### config.mk
export PLATFORM = sky130hd
export DESIGN_NAME = double_ended_queue
export DESIGN_NICKNAME = d
export VERILOG_FILES = /design/src/hw/rtl/dq_pkg.sv /design/src/hw/rtl/dq_ram.sv /design/src/hw/rtl/dq_ctrl.sv /design/src/hw/rtl/dq_datapath.sv /design/src/hw/rtl/double_ended_queue.sv
export SDC_FILE = /design/constraint.sdc
export NUM_CORES = 1
export LEC_CHECK = 0
export ABC_CLOCK_PERIOD_IN_PS = 4600
export BUFFER_PORTS_ARGS = -buffer_cell sky130_fd_sc_hd__buf_2
export CORE_MARGIN = 2
export CORE_UTILIZATION = 40
export DETAILED_ROUTE_END_ITERATION = 10
export PLACE_DENSITY = 0.56
export SYNTH_ARGS = -nofsm -noshare
export SYNTH_HDL_FRONTEND = slang
export SYNTH_SLANG_ARGS = --single-unit
### constraint.sdc
create_clock -name clk_i -period 4.6 [get_ports clk_i]
set_input_delay 0.46 -clock clk_i [delete_from_list [all_inputs] [get_ports clk_i]]
set_output_delay 0.46 -clock clk_i [all_outputs]
set_load 0.005 [all_outputs]
### src/hw/rtl/dq_pkg.sv
// Shared types, sizes and codes for the double-ended queue.
// Depends on nothing; imported by every module of the block but dq_ram.
`timescale 1ns / 1ps
`default_nettype none

package dq_pkg;

  localparam int DEPTH      = 16;
  localparam int DATA_WIDTH = 32;
  localparam int IDX_W      = $clog2(DEPTH);
  localparam int CNT_W      = $clog2(DEPTH + 1);

  localparam int ITEM_W     = 32;
  localparam int ACTION_W   = 2;
  localparam int COUNT_W    = 5;
  localparam int FAULT_W    = 2;

  typedef logic [DATA_WIDTH-1:0] data_t;
  typedef logic [IDX_W-1:0]      idx_t;
  typedef logic [IDX_W:0]        idx_sum_t;
  typedef logic [CNT_W-1:0]      cnt_t;
  typedef logic [ITEM_W-1:0]     item_t;
  typedef logic [COUNT_W-1:0]    count_out_t;

  typedef enum logic [ACTION_W-1:0] {
    ACT_PUSH_RIGHT = 2'd0,
    ACT_POP_LEFT   = 2'd1,
    ACT_POP_RIGHT  = 2'd2,
    ACT_NOP        = 2'd3
  } action_e;

  typedef enum logic [FAULT_W-1:0] {
    FAULT_OK    = 2'd0,
    FAULT_EMPTY = 2'd1,
    FAULT_FULL  = 2'd2
  } fault_e;

  // Result item, first field in the highest bits.
  typedef struct packed {
    fault_e     fault;
    logic       is_full;
    logic       is_empty;
    count_out_t entry_count;
    item_t      right_value;
    item_t      left_value;
    logic       popped_valid;
    item_t      popped_value;
  } result_t;

  localparam int RES_W     = $bits(result_t);
  localparam int M_TDATA_W = ((RES_W + 7) / 8) * 8;
  localparam int S_TDATA_W = ITEM_W;
  localparam int S_TUSER_W = ((ACTION_W + 7) / 8) * 8;

  // Controller to datapath commands.
  typedef struct packed {
    logic accept;
    logic load_now;
    logic load_read;
  } dq_cmd_t;

  // Datapath to controller status.
  typedef struct packed {
    logic pop_ok;
  } dq_stat_t;

  // Ring slot at offset off from base; off is at most DEPTH.
  function automatic idx_t slot_at(idx_t base, cnt_t off);
    idx_sum_t s;
    s = idx_sum_t'(base) + idx_sum_t'(off);
    if (s >= idx_sum_t'(DEPTH)) begin
      s = s - idx_sum_t'(DEPTH);
    end
    return idx_t'(s);
  endfunction

endpackage

`default_nettype wire

### src/hw/rtl/dq_ram.sv
// Generic single-write, single-read RAM with registered read data.
// Depends on nothing.
`timescale 1ns / 1ps
`default_nettype none

module dq_ram #(
  parameter int WIDTH = 32,
  parameter int DEPTH = 16
) (
  input  wire logic                     clk_i,
  input  wire logic                     we_i,
  input  wire logic [$clog2(DEPTH)-1:0] waddr_i,
  input  wire logic [WIDTH-1:0]         wdata_i,
  input  wire logic                     re_i,
  input  wire logic [$clog2(DEPTH)-1:0] raddr_i,
  output logic      [WIDTH-1:0]         rdata_o
);

  logic [WIDTH-1:0] mem_q [DEPTH];
  logic [WIDTH-1:0] rdata_q;

  always_ff @(posedge clk_i) begin
    if (we_i) begin
      mem_q[waddr_i] <= wdata_i;
    end
    if (re_i) begin
      rdata_q <= mem_q[raddr_i];
    end
  end

  assign rdata_o = rdata_q;

endmodule

`default_nettype wire

### src/hw/rtl/dq_ctrl.sv
// Controller of the double-ended queue: handshakes and sequencing of pops.
// Depends on dq_pkg.
`timescale 1ns / 1ps
`default_nettype none

module dq_ctrl (
  input  wire logic              clk_i,
  input  wire logic              rst_ni,
  input  wire logic              s_valid_i,
  output logic                   s_ready_o,
  output logic                   m_valid_o,
  input  wire logic              m_ready_i,
  input  wire dq_pkg::dq_stat_t  stat_i,
  output dq_pkg::dq_cmd_t        cmd_o
);
  import dq_pkg::*;

  typedef enum logic [1:0] {
    ST_IDLE = 2'b01,
    ST_READ = 2'b10
  } state_e;

  state_e state_q, state_d;
  logic   out_valid_q, out_valid_d;
  logic   out_free;
  logic   accept;

  assign out_free = !out_valid_q || m_ready_i;

  always_comb begin
    state_d         = state_q;
    s_ready_o       = 1'b0;
    accept          = 1'b0;
    cmd_o.load_now  = 1'b0;
    cmd_o.load_read = 1'b0;
    case (state_q)
      ST_IDLE: begin
        s_ready_o = out_free;
        accept    = s_valid_i && out_free;
        if (accept) begin
          if (stat_i.pop_ok) begin
            state_d = ST_READ;
          end else begin
            cmd_o.load_now = 1'b1;
          end
        end
      end
      ST_READ: begin
        if (out_free) begin
          cmd_o.load_read = 1'b1;
          state_d         = ST_IDLE;
        end
      end
      default: begin
        state_d = ST_IDLE;
      end
    endcase
    cmd_o.accept = accept;
  end

  always_comb begin
    out_valid_d = out_valid_q;
    if (m_ready_i) begin
      out_valid_d = 1'b0;
    end
    if (cmd_o.load_now || cmd_o.load_read) begin
      out_valid_d = 1'b1;
    end
  end

  always_ff @(posedge clk_i or negedge rst_ni) begin
    if (!rst_ni) begin
      state_q     <= ST_IDLE;
      out_valid_q <= 1'b0;
    end else begin
      state_q     <= state_d;
      out_valid_q <= out_valid_d;
    end
  end

  assign m_valid_o = out_valid_q;

endmodule

`default_nettype wire

### src/hw/rtl/dq_datapath.sv
// Datapath of the double-ended queue: ring pointer, count, peek registers,
// slot RAM and result register. Depends on dq_pkg and dq_ram.
`timescale 1ns / 1ps
`default_nettype none

module dq_datapath (
  input  wire logic              clk_i,
  input  wire logic              rst_ni,
  input  wire dq_pkg::action_e   action_i,
  input  wire dq_pkg::item_t     item_value_i,
  input  wire dq_pkg::dq_cmd_t   cmd_i,
  output dq_pkg::dq_stat_t       stat_o,
  output dq_pkg::result_t        result_o
);
  import dq_pkg::*;

  idx_t    left_idx_q, left_idx_d;
  cnt_t    count_q, count_d;
  data_t   left_val_q, left_val_d;
  data_t   right_val_q, right_val_d;
  data_t   popped_q, popped_d;
  logic    side_left_q, side_left_d;
  result_t res_q, res_d;

  logic    is_push, pop_l, pop_r, empty, full, push_ok, pop_ok;
  data_t   value;
  data_t   rdata;
  idx_t    waddr, raddr, left_next;
  cnt_t    right_off;
  fault_e  fault_now;

  cnt_t    r_cnt;
  data_t   r_left, r_right, r_popped;
  logic    r_pvalid;
  fault_e  r_fault;

  assign value   = data_t'(item_value_i);
  assign is_push = (action_i == ACT_PUSH_RIGHT);
  assign pop_l   = (action_i == ACT_POP_LEFT);
  assign pop_r   = (action_i == ACT_POP_RIGHT);
  assign empty   = (count_q == '0);
  assign full    = (count_q == cnt_t'(DEPTH));
  assign push_ok = is_push && !full;
  assign pop_ok  = (pop_l || pop_r) && !empty;

  assign stat_o.pop_ok = pop_ok;

  always_comb begin
    if ((pop_l || pop_r) && empty) begin
      fault_now = FAULT_EMPTY;
    end else if (is_push && full) begin
      fault_now = FAULT_FULL;
    end else begin
      fault_now = FAULT_OK;
    end
  end

  assign left_next = slot_at(left_idx_q, cnt_t'(1));
  assign right_off = (count_q >= cnt_t'(2)) ? count_q - cnt_t'(2) : '0;
  assign waddr     = slot_at(left_idx_q, count_q);
  assign raddr     = pop_l ? left_next : slot_at(left_idx_q, right_off);

  dq_ram #(
    .WIDTH (DATA_WIDTH),
    .DEPTH (DEPTH)
  ) u_ram (
    .clk_i   (clk_i),
    .we_i    (cmd_i.accept && push_ok),
    .waddr_i (waddr),
    .wdata_i (value),
    .re_i    (cmd_i.accept && pop_ok),
    .raddr_i (raddr),
    .rdata_o (rdata)
  );

  always_comb begin
    left_idx_d  = left_idx_q;
    count_d     = count_q;
    left_val_d  = left_val_q;
    right_val_d = right_val_q;
    popped_d    = popped_q;
    side_left_d = side_left_q;
    if (cmd_i.accept) begin
      if (push_ok) begin
        count_d     = count_q + cnt_t'(1);
        right_val_d = value;
        if (empty) begin
          left_val_d = value;
        end
      end
      if (pop_ok) begin
        count_d     = count_q - cnt_t'(1);
        popped_d    = pop_l ? left_val_q : right_val_q;
        side_left_d = pop_l;
        if (pop_l) begin
          left_idx_d = left_next;
        end
      end
    end
    if (cmd_i.load_read) begin
      if (side_left_q) begin
        left_val_d = rdata;
      end else begin
        right_val_d = rdata;
      end
    end
  end

  always_comb begin
    if (cmd_i.load_read) begin
      r_cnt    = count_q;
      r_popped = popped_q;
      r_pvalid = 1'b1;
      r_fault  = FAULT_OK;
    end else begin
      r_cnt    = count_d;
      r_popped = '0;
      r_pvalid = 1'b0;
      r_fault  = fault_now;
    end
    r_left  = (r_cnt == '0) ? '0 : left_val_d;
    r_right = (r_cnt == '0) ? '0 : right_val_d;

    res_d.popped_value = item_t'(r_popped);
    res_d.popped_valid = r_pvalid;
    res_d.left_value   = item_t'(r_left);
    res_d.right_value  = item_t'(r_right);
    res_d.entry_count  = count_out_t'(r_cnt);
    res_d.is_empty     = (r_cnt == '0);
    res_d.is_full      = (r_cnt == cnt_t'(DEPTH));
    res_d.fault        = r_fault;
  end

  always_ff @(posedge clk_i or negedge rst_ni) begin
    if (!rst_ni) begin
      left_idx_q <= '0;
      count_q    <= '0;
    end else begin
      left_idx_q <= left_idx_d;
      count_q    <= count_d;
    end
  end

  always_ff @(posedge clk_i) begin
    left_val_q  <= left_val_d;
    right_val_q <= right_val_d;
    popped_q    <= popped_d;
    side_left_q <= side_left_d;
    if (cmd_i.load_now || cmd_i.load_read) begin
      res_q <= res_d;
    end
  end

  assign result_o = res_q;

endmodule

`default_nettype wire

### src/hw/rtl/double_ended_queue.sv
// Bounded double-ended queue of DEPTH entries held in a ring buffer.
// A push, a failed pop or a no-operation transaction delivers its result in the
// register after the accepting edge, so these run at one per cycle while the
// output is drained. A successful pop goes through a read state that takes in
// no new transaction: the new leftmost or rightmost entry comes from the slot
// RAM, whose read data is registered. The next transaction is taken in the
// cycle that a waiting result is accepted; while a result stalls, the input is
// held off. Every result carries the popped value, both peeks, the count, the
// flags and a fault code; a pop on empty and a push on full change nothing.
// Depends on dq_pkg, dq_ctrl, dq_datapath and dq_ram.
`timescale 1ns / 1ps
`default_nettype none

module double_ended_queue (
  input  wire logic                            clk_i,
  input  wire logic                            rst_ni,
  input  wire logic                            s_axis_tvalid,
  output logic                                 s_axis_tready,
  // item_value[31:0]
  input  wire logic [dq_pkg::S_TDATA_W-1:0]    s_axis_tdata,
  // action[1:0], zero above
  input  wire logic [dq_pkg::S_TUSER_W-1:0]    s_axis_tuser,
  output logic                                 m_axis_tvalid,
  input  wire logic                            m_axis_tready,
  // popped_value[31:0], popped_valid[32], left_value[64:33],
  // right_value[96:65], entry_count[101:97], is_empty[102], is_full[103],
  // fault[105:104], zero above
  output logic      [dq_pkg::M_TDATA_W-1:0]    m_axis_tdata
);
  import dq_pkg::*;

  dq_cmd_t  cmd;
  dq_stat_t stat;
  result_t  result;

  dq_ctrl u_ctrl (
    .clk_i     (clk_i),
    .rst_ni    (rst_ni),
    .s_valid_i (s_axis_tvalid),
    .s_ready_o (s_axis_tready),
    .m_valid_o (m_axis_tvalid),
    .m_ready_i (m_axis_tready),
    .stat_i    (stat),
    .cmd_o     (cmd)
  );

  dq_datapath u_dp (
    .clk_i        (clk_i),
    .rst_ni       (rst_ni),
    .action_i     (action_e'(s_axis_tuser[ACTION_W-1:0])),
    .item_value_i (item_t'(s_axis_tdata)),
    .cmd_i        (cmd),
    .stat_o       (stat),
    .result_o     (result)
  );

  assign m_axis_tdata = M_TDATA_W'(result);

endmodule

`default_nettype wire

==> results by group, run 1 <==
Run status
  – Status: finished, final reports clean

Layout
  – Fin nets: 1,790
  – Commonest non-fill, non-tap cells in the layout: 683 x edfxtp_1, 161 x mux2i_1, 145 x buf_2
  – Layout area overhead: 16.2%
  – Most common cell after layout, fill and taps aside: edfxtp_1
  – Filler cell count: 6,083
  – Share of cells above drive strength 1: 0.294
  – Design area: between 0.03 and 0.04 mm^2

Setup path
  – Cell Chain, Critical Path: inv_1 > ha_1 > nand2b_1 > and3_1 > nor2_1 > ha_1 > fa_1 > xnor2_1 > o21ai_4 > buf_12 > buf_12 > mux4_2 > mux2i_1 > mux2i_1
  – Required time worst endpoint: between 4 and 5 ns
  – Delay-heaviest family, CP: adder cells
  – Reg2Reg Depth: 14
  – R2R Path Start: u_dp.count_q[0]
  – CP startpoint kind: flip-flop
  – Crit path buf inv count: 3
  – R2r endpoint: u_dp.u_ram.rdata_o[11]
  – CP Class: reg -> reg
  – Crit Path Max Fanout: 44
  – Slowest CP cell: dfrtp_1
  – Worst Path Arrival: 4.22 ns
  – Slowest stage delay, CP: just over 0.5 ns
  – Worst setup EP type: flip-flop
  – Worst R2R Setup Slack: approximately 0.72 ns

CTS
  – Hold buffers post-CTS: 1
  – Clk sinks: between 700 and 800
  – CTS buffer count: 77
  – H-tree depth: 3
  – Root Driver: clkbuf_16
  – CTS tree: done
  – Postcts setup bufs: 0
  – Cells resized by post-CTS repair: 0
  – Clock-pin slew on the worst setup and hold paths: roughly 0.060 ns
  – Clk_lat worst skew: just over 0.6 ns
  – Clk buf depth: 3

Timing
  – Setup TNS: 0 ns
  – Max-slew headroom: 0.291
  – RSZ-0062 raised after global routing: no
  – Period minus WS final: between 3 and 4 ns
  – Max-slew violation count: 0
  – Post-route clock period utilization: 0.844
  – Worst clock skew: approximately 0.025 ns
  – Worst slew pin tran: about 1.1 ns
  – Final Hold Violating Endpoints: 0
  – Achievable Freq: between 200 and 300 MHz
  – Setup violators final: 0

Yosys
  – Syn_area_per_cell: ~19 um^2
  – Number of synthesized flops with an enable pin: roughly 700
  – #FFs+latches synth: 759
  – FFs w/ async S/R, synth: 0.0158
  – Syn Inst Count: approximately 1,500
  – Sequential area share after synthesis: 0.744
  – Ys flop type: edfxtp_1
  – Synth warn: 0
  – Netlist cell types: 51
  – Cell area after synthesis: 0.0297 mm^2

GRT
  – Vias in the first global route: 15,600
  – First-pass GRT wire length: a little under 100,000 um
  – Largest net degree at the start of global routing: 97
  – Total GRT Usage: 0.174
  – Global route overflow: 0
  – Initial antenna violation count: 7

Pwr
  – Leak pwr: about 12 nW
  – PD cells: between 700 and 800 mW/mm^2
  – Max IR drop VDD: ~0.00066 V

Detailed routing
  – Total Wirelength: between 60,000 and 70,000 um
  – Overall via count from detail_route: between 10,000 and 15,000
  – Vias per cell: about 5.4
  – Final ANT Viol Nets: 0
  – DRC: 0
  – Routed length per placed instance: between 20 and 25 um
  – First drt pass iteration count: 6
  – Initial DRC Count: between 1,000 and 1,500

Floorplan
  – Initial Util: 0.406
  – Die span in x: about 280 um
  – CORE AREA: around 0.073 mm^2
  – # IOs: roughly 160
  – DIE AREA: roughly 0.076 mm^2
  – Rows: a little under 100
  – Die Height: roughly 280 um

Placement
  – GP Congestion: just under 0.8
  – Hpwl dp: 39,000 um
  – Number of port buffers: 145
  – Post-Place Cell Area: between 0.03 and 0.04 mm^2

Hold path
  – Tightest Hold Check Type: in -> reg
  – Worst Hold Depth: 1
  – Worst hold endpoint: u_dp.u_ram.mem_q[15][29]
  – Hold_sp: s_axis_tdata[29]

Flow run
  – Max-Cap Viols: 0
[where the power goes]
part	internal (W)	switching, W	total, W
logic	0.00456	0.00498	0.00954
registers	0.00888	0.000494	0.00937
clock network	0.00363	0.00254	0.00617
total	0.0171	0.00802	0.0251
[how the worst max path moves through the flow]
stage / start / end / slack (ns) / cells after the start
3_3_place_gp: u_dp.count_q[0] / u_dp.u_ram.rdata_o[21] / 0.73 / 14
5_1_grt: u_dp.count_q[0] / u_dp.u_ram.rdata_o[22] / 0.47 / 14
6_report: u_dp.count_q[0] / u_dp.u_ram.rdata_o[11] / 0.72 / 14
3_5_place_dp: u_dp.count_q[0] / u_dp.u_ram.rdata_o[21] / 0.74 / 14
2_1_floorplan: u_dp.count_q[0] / u_dp.result_o[0] / 0.31 / 7
4_1_cts: u_dp.count_q[0] / u_dp.u_ram.rdata_o[11] / 0.72 / 14
[cells by family after synthesis]
group | synth area share
flip-flops | 0.744
multiplexers | 0.164
AND/OR/NAND/NOR | 0.0364
AO/OA/AOI/OAI | 0.0260
buffers and inverters | 0.0155
XOR/XNOR | 0.00560
adder cells (fa/ha/maj) | 0.00809
other | 0.000126
[area by class of cell]
type                       instances  area, um^2  area share
timing repair buffer             192        1270      0.0368
clock inverter                    31         330     0.00957
multi-input combinational        689        7410       0.215
sequential                       759       22100       0.640
inverter                           9        36.3     0.00105
clock buffer                     107        2160      0.0627
tap                              959        1200      0.0348
antenna                            2        5.00    0.000145
[sequential cells by signal, indices dropped and copies added, names as in the netlist, 2 cells and up]
register and count:
u_ctrl.state_q 2, u_dp.count_q 5, u_dp.left_idx_q 4, u_dp.left_val_q 32
u_dp.popped_q 32, u_dp.result_o 106, u_dp.right_val_q 32, u_dp.u_ram.mem_q 512
u_dp.u_ram.rdata_o 32
[synthesized netlist by cell type, drive strengths merged, types with 3 or more instances]
library cell	instances	share of area
a211oi	33	0.010
xnor2	12	0.0035
nor4	4	0.00084
mux2i	162	0.055
and2	34	0.0088
ha	16	0.0067
mux4	128	0.097
nand2	53	0.0068
clkbuf	47	0.0059
dfxtp	64	0.043
buf	41	0.0083
a21oi	37	0.0064
o21ai	41	0.0073
mux2	33	0.013
inv	9	0.0012
o211ai	3	0.00076
nand2b	3	0.00063
dfrtp	11	0.0093
and3	36	0.0078
nand3	6	0.0010
xor2	7	0.0021
nor2	54	0.0068
edfxtp	683	0.69
[per-layer routing]
layer,share of wire,routed length (um),global-route usage,vias to the layer above
li1,-,-,-,6531
met1,0.45,29900,0.244,7755
met2,0.48,31400,0.279,359
met3,0.048,3140,0.0279,100
met4,0.020,1300,0.0525,6
met5,0.00035,23,0,-
[through the flow]
stage,total power [W],cells,utilization,hold WS (ns),setup WS (ns)
3_3_place_gp,0.0191,2607,0.437,0.381,0.727
3_5_place_dp,0.0192,2607,0.437,0.376,0.736
2_1_floorplan,0.0162,1545,-,0.164,0.310
4_1_cts,0.0254,2746,0.471,0.217,0.725
6_report,0.0251,2748,0.471,0.256,0.716
5_1_grt,0.0264,2747,0.471,0.250,0.472
Power figures use the tool's default switching activity.
==> inputs of run 2 (changes only) <==
--- a/config.mk
+++ b/config.mk
@@ -5,12 +5,12 @@
 export SDC_FILE = /design/constraint.sdc
 export NUM_CORES = 1
 export LEC_CHECK = 0
-export ABC_CLOCK_PERIOD_IN_PS = 4600
+export ABC_CLOCK_PERIOD_IN_PS = 3840
 export BUFFER_PORTS_ARGS = -buffer_cell sky130_fd_sc_hd__buf_2
 export CORE_MARGIN = 2
 export CORE_UTILIZATION = 40
 export DETAILED_ROUTE_END_ITERATION = 10
-export PLACE_DENSITY = 0.56
+export PLACE_DENSITY = 0.54
 export SYNTH_ARGS = -nofsm -noshare
 export SYNTH_HDL_FRONTEND = slang
 export SYNTH_SLANG_ARGS = --single-unit
==> constraint.sdc (replaced) <==
create_clock -name clk_i -period 3.84 [get_ports clk_i]
set_input_delay 0.384 -clock clk_i [delete_from_list [all_inputs] [get_ports clk_i]]
set_output_delay 0.384 -clock clk_i [all_outputs]
set_load 0.005 [all_outputs]
==> run 2 against run 1 <==
Effect of this change:
- highest routed layer unchanged
- sequential share of layout area is 0.66 points lower
- largest cell class unchanged
- clock skew decreased by 0.0027 ns
- worst setup slack worse by 0.46 ns
- global-route usage grew 0.36 points
- register-to-register slack got worse by 0.46 ns
- non-clock buffer count increased by 28
- sequential cell count stayed put
- via count is 0.28% higher
- utilization up 0.49 points
- critical endpoint is now u_dp.u_ram.rdata_o[21]
- combinational power increased by 29%
- sequential power is 20% higher
==> results by group, run 2 (synthesis results as in run 1) <==
Detailed routing
  – Overall via count from detail_route: between 10,000 and 15,000
  – Routed length per placed instance: ~24 um
  – Initial DRC Count: between 1,000 and 1,500
  – Total Wirelength: about 68,000 um
  – Final ANT Viol Nets: 0
  – Vias per cell: 5.33
  – DRC: 0
  – First drt pass iteration count: 5

Timing
  – Period minus WS final: approximately 3.6 ns
  – Max-slew violation count: 0
  – Max-slew headroom: 0.534
  – Setup TNS: 0 ns
  – Worst Setup Slack, final: 0.261 ns
  – RSZ-0062 raised after global routing: no
  – Final Hold Violating Endpoints: 0
  – Worst clock skew: 0.0225 ns
  – Worst slew pin tran: 0.699 ns
  – Achievable Freq: roughly 280 MHz
  – Setup violators final: 0
  – Post-route clock period utilization: 0.932

Setup path
  – Slowest stage delay, CP: ~0.43 ns
  – CP Class: reg -> reg
  – Worst Path Arrival: about 3.9 ns
  – Worst setup EP type: flip-flop
  – Worst Setup SP: u_dp.count_q[1]
  – Slowest CP cell: dfrtp_1
  – Worst R2R Setup Slack: 0.26 ns
  – R2R Path Start: u_dp.count_q[1]
  – Cell Chain, Critical Path: inv_1 > ha_1 > and3_1 > nor2_1 > ha_1 > fa_1 > xnor2_1 > o21ai_4 > buf_12 > mux4_2 > mux2i_1 > mux2i_1
  – Required time worst endpoint: around 4.2 ns
  – CP startpoint kind: flip-flop
  – Reg2Reg Depth: 12
  – Worst Setup EP: u_dp.u_ram.rdata_o[21]
  – R2r endpoint: u_dp.u_ram.rdata_o[21]
  – Crit Path Max Fanout: 50

Placement
  – Pre-CTS setup slack: between 0.3 and 0.4 ns
  – Hpwl dp: around 40,000 um
  – GP Congestion: slightly above 0.8
  – Number of port buffers: between 100 and 150

CTS
  – CTS tree: done
  – Root Driver: clkbuf_16
  – Postcts setup bufs: 0
  – CTS buffer count: ~80
  – Clk_lat worst skew: around 0.6 ns
  – H-tree depth: 3
  – Cells resized by post-CTS repair: 0
  – Clk buf depth: 3
  – Clk sinks: around 760
  – Clock-pin slew on the worst setup and hold paths: around 0.060 ns

Layout
  – Top reg by flops: u_dp.u_ram.mem_q
  – Fin nets: around 1,800
  – Share of cells above drive strength 1: 0.306
  – Commonest non-fill, non-tap cells in the layout: 683 x edfxtp_1, 161 x mux2i_1, 145 x buf_2
  – Most common cell after layout, fill and taps aside: edfxtp_1
  – Final core utilization: 0.476
  – Filler cell count: around 6,100
  – Max reg flops: between 500 and 600
  – Layout area overhead: 17.4%

GRT
  – First-pass GRT wire length: 100,000 um
  – Initial antenna violation count: 5
  – Vias in the first global route: between 10,000 and 15,000
  – Total GRT Usage: 0.177
  – Largest net degree at the start of global routing: 65
  – Global route overflow: 0

Pwr
  – PD cells: slightly below 900 mW/mm^2
  – Max IR drop VDD: a little under 0.0007 V
  – Leak pwr: between 10 and 15 nW
  – Total Power Consumption: about 0.031 W

Run status
  – Status: finished, final reports clean

Floorplan
  – Die Height: 276 um
  – Initial Util: 0.406
  – # IOs: ~160
  – Die span in x: 276 um
  – CORE AREA: between 0.07 and 0.08 mm^2
  – DIE AREA: about 0.076 mm^2
  – Rows: 99

Hold path
  – Tightest Hold Check Type: in -> reg

Flow run
  – Max-Cap Viols: 0
[run 2: power breakdown]
part           switching, W  internal, W
logic               0.00633      0.00598
clock network       0.00310      0.00439
registers          0.000524       0.0106
total               0.00995       0.0210
[run 2: worst min-delay path by stage]
stage,endpoint,start,cells after the start
CTS,u_dp.u_ram.mem_q[12][3],s_axis_tdata[3],1
global placement,u_dp.left_idx_q[2],rst_ni,1
detailed placement,u_dp.count_q[0],rst_ni,1
global route,u_dp.u_ram.mem_q[4][27],s_axis_tdata[27],1
floorplan,u_ctrl.m_valid_o,rst_ni,0
finish,u_dp.u_ram.mem_q[4][27],s_axis_tdata[27],1
[run 2: timing repair]
| item | 4_1_cts | 5_1_grt |
|---|---|---|
| hold buffers | 1 | 0 |
| endpoints found under the setup margin | 0 | 0 |
| hold endpoints to repair | 12 | 0 |
[run 2: through the flow]
step	std cells	cell area (um^2)	hold WS [ns]
5_1_grt	2778	34900	0.174
3_5_place_dp	2635	32300	0.323
4_1_cts	2777	34900	0.146
3_3_place_gp	2635	32300	0.313
6_report	2778	34900	0.181
2_1_floorplan	1545	29700	0.0884
[run 2: cell type report]
type,instances,area [um^2],area share
diodes,1,2.50,0.0000718
clock buffers,96,2070,0.0594
clock inverters,45,462,0.0132
inverters,9,36.3,0.00104
multi-input cells,689,7410,0.213
flip-flops and latches,759,22100,0.634
well taps,959,1200,0.0344
repair buffers,220,1590,0.0456
[run 2: metal layers]
| metal | part of all wire | up-vias | track usage |
|---|---|---|---|
| li1 | - | 6601 | - |
| met3 | 0.049 | 91 | 0.0274 |
| met5 | 0.00055 | - | 0 |
| met1 | 0.47 | 7727 | 0.261 |
| met4 | 0.018 | 6 | 0.0499 |
| met2 | 0.46 | 368 | 0.274 |
[run 2: worst max-delay path: cells and delay by family (launching register included)]
kind	cells	cell delay (ns)
AO/OA/AOI/OAI	1	0.24
multiplexers	3	0.81
AND/OR/NAND/NOR	2	0.28
XOR/XNOR	1	0.17
adder cells (fa/ha/maj)	3	0.85
flip-flops	1	0.43
buffers and inverters	2	0.48
==> inputs of run 3 (changes only) <==
--- a/config.mk
+++ b/config.mk
@@ -6,7 +6,7 @@
 export NUM_CORES = 1
 export LEC_CHECK = 0
 export ABC_CLOCK_PERIOD_IN_PS = 3840
-export BUFFER_PORTS_ARGS = -buffer_cell sky130_fd_sc_hd__buf_2
+export BUFFER_PORTS_ARGS = -buffer_cell sky130_fd_sc_hd__buf_4
 export CORE_MARGIN = 2
 export CORE_UTILIZATION = 40
 export DETAILED_ROUTE_END_ITERATION = 10
==> run 3 against run 2 <==
Effect of this change:
- count of clock-buffer cells in the layout increased by 4
- global-route usage decreased by 0.097 points
- sequential share of layout area decreased by 0.77 points
- fmax about the same
- worst setup slack got worse by 0.0017 ns
- critical path type unchanged
==> results by group, run 3 (synthesis results as in run 1) <==
Timing
  – Max-slew violation count: 0
  – Worst clock skew: around 0.019 ns
  – Hold WS: approximately 0.11 ns
  – Final Hold Violating Endpoints: 0
  – Setup violators final: 0
  – Achievable Freq: 279 MHz
  – Period minus WS final: roughly 3.6 ns
  – RSZ-0062 raised after global routing: no
  – Post-route clock period utilization: 0.932
  – Worst slew pin tran: a little under 0.9 ns
  – Max-slew headroom: 0.414

GRT
  – Met1 Track Usage GR: 0.250
  – Met3 Resource Use GR: 0.0308
  – Global route overflow: 0
  – Total GRT Usage: 0.176
  – Most Crowded Layer GR: met2
  – First-pass GRT wire length: between 90,000 and 100,000 um
  – Met2 Usage GRT: 0.279
  – Largest net degree at the start of global routing: 65
  – Vias in the first global route: 15,100
  – Initial antenna violation count: 5

Hold path
  – Worst Hold Depth: 1
  – Hold_sp: s_axis_tdata[3]
  – Worst hold endpoint: u_dp.u_ram.mem_q[0][3]
  – Tightest Hold Check Type: in -> reg

Floorplan
  – Initial Util: 0.406
  – Rows: approximately 100
  – CORE AREA: 0.0732 mm^2
  – DIE AREA: between 0.07 and 0.08 mm^2
  – Die Height: 276 um
  – Die span in x: 276 um
  – # IOs: approximately 160

Pwr
  – Sequential Power Share: 0.362
  – PD cells: slightly below 900 mW/mm^2
  – Clock power frac: 0.239
  – Leak pwr: ~12 nW
  – Cell-internal power: around 0.021 W
  – Net Switching: between 0.009 and 0.01 W
  – Max IR drop VDD: between 0.0008 and 0.0009 V
  – Switching Share: 0.319
  – Combinational power share: 0.399

Setup path
  – CP startpoint kind: flip-flop
  – Reg2Reg Depth: 13
  – Worst R2R Setup Slack: ~0.26 ns
  – Worst setup EP type: flip-flop
  – Worst Path Arrival: between 3 and 4 ns
  – R2r endpoint: u_dp.u_ram.rdata_o[14]
  – CP Class: reg -> reg
  – Crit Path Max Fanout: 33
  – Required time worst endpoint: ~4.2 ns
  – R2R Path Start: u_dp.count_q[1]

Layout
  – Max reg flops: 512
  – Share of cells above drive strength 1: 0.309
  – Most common cell after layout, fill and taps aside: edfxtp_1
  – Fin nets: between 1,500 and 2,000
  – Non-filler cells, final: 2,784
  – Top reg by flops: u_dp.u_ram.mem_q
  – Layout area overhead: 18.9%
  – Commonest non-fill, non-tap cells in the layout: 683 x edfxtp_1, 190 x buf_4, 161 x mux2i_1

Placement
  – Hpwl dp: slightly below 40,000 um
  – GP Congestion: between 0.7 and 0.8
  – Number of port buffers: about 150
  – Placed Cells incl. Taps: 2,636

CTS
  – Clk buf depth: 3
  – CTS tree: done
  – CTS buffer count: 77
  – Clk_lat worst skew: 0.62 ns
  – H-tree depth: 3
  – Root Driver: clkbuf_16
  – Clk sinks: 759
  – Clock-pin slew on the worst setup and hold paths: ~0.06 ns

Detailed routing
  – Final ANT Viol Nets: 0
  – Total Wirelength: 66,800 um
  – Initial DRC Count: 1,079
  – Overall via count from detail_route: 14,600
  – Routed length per placed instance: 24.0 um
  – Vias per cell: roughly 5.3
  – First drt pass iteration count: 6
  – DRC: 0

Run status
  – Status: finished, final reports clean

Flow run
  – Max-Cap Viols: 0
## run 3: timing repair
| action | in CTS | in global routing |
|---|---|---|
| hold buffers | 1 | 0 |
| endpoints found under the setup margin | 0 | 0 |
| buffers inserted | 0 | 0 |
| gates resized for setup | 0 | 0 |
| hold endpoints to repair | 12 | 0 |
## run 3: worst max-delay path by stage
stage	depth (start not counted)	to	startpoint	slack, ns
floorplan	8	u_dp.u_ram.mem_q[2][0]	u_dp.count_q[1]	-0.08
global placement	13	u_dp.u_ram.rdata_o[14]	u_dp.count_q[1]	0.30
detailed placement	13	u_dp.u_ram.rdata_o[14]	u_dp.count_q[1]	0.29
CTS	13	u_dp.u_ram.rdata_o[14]	u_dp.count_q[1]	0.25
global route	13	u_dp.u_ram.rdata_o[22]	u_dp.count_q[1]	0.11
finish	13	u_dp.u_ram.rdata_o[14]	u_dp.count_q[1]	0.26
## run 3: cell type report
type	instances	area [um^2]
fill	6053	37900
antenna	4	10.0
tap	959	1200
timing repair buffer	221	2040
clock buffer	100	2140
clock inverter	43	374
sequential	759	22100
inverter	9	36.3
multi-input combinational	689	7410
## run 3: per-stage QoR
step / worst slack (ns) / setup TNS (ns) / util / area (um^2) / power [W]
final: 0.259 / 0 / 0.482 / 35300 / 0.0309
after global routing: 0.111 / 0 / 0.482 / 35300 / 0.0325
after CTS: 0.250 / 0 / 0.482 / 35300 / 0.0313
after detailed placement: 0.291 / 0 / 0.448 / 32800 / 0.0238
after global placement: 0.297 / 0 / 0.448 / 32800 / 0.0237
after floorplan: -0.0823 / -18.95 / - / 29700 / 0.0194
## run 3: layer usage
| metal | up-vias | share of wire |
|---|---|---|
| met5 | - | 0.00034 |
| met4 | 4 | 0.019 |
| met3 | 77 | 0.053 |
| met2 | 358 | 0.47 |
| met1 | 7611 | 0.46 |
| li1 | 6594 | - |
## run 3: power by group through the flow
stage	clock network, W	registers, W	logic [W]
after global placement	0	0.0113	0.0124
final	0.00739	0.0112	0.0123
after detailed placement	0	0.0113	0.0125
after floorplan	0	0.0112	0.00825
after CTS	0.00759	0.0112	0.0125
after global routing	0.00792	0.0113	0.0133
## run 3: worst max-delay path, stage by stage (launching register included)
cell	delay, ns
dfrtp_1	0.47
inv_1	0.16
ha_1	0.22
and3_1	0.22
nor2_1	0.06
ha_1	0.21
fa_1	0.41
xnor2_1	0.18
o21ai_4	0.17
buf_12	0.23
buf_12	0.26
mux4_2	0.32
mux2i_1	0.26
mux2i_1	0.11
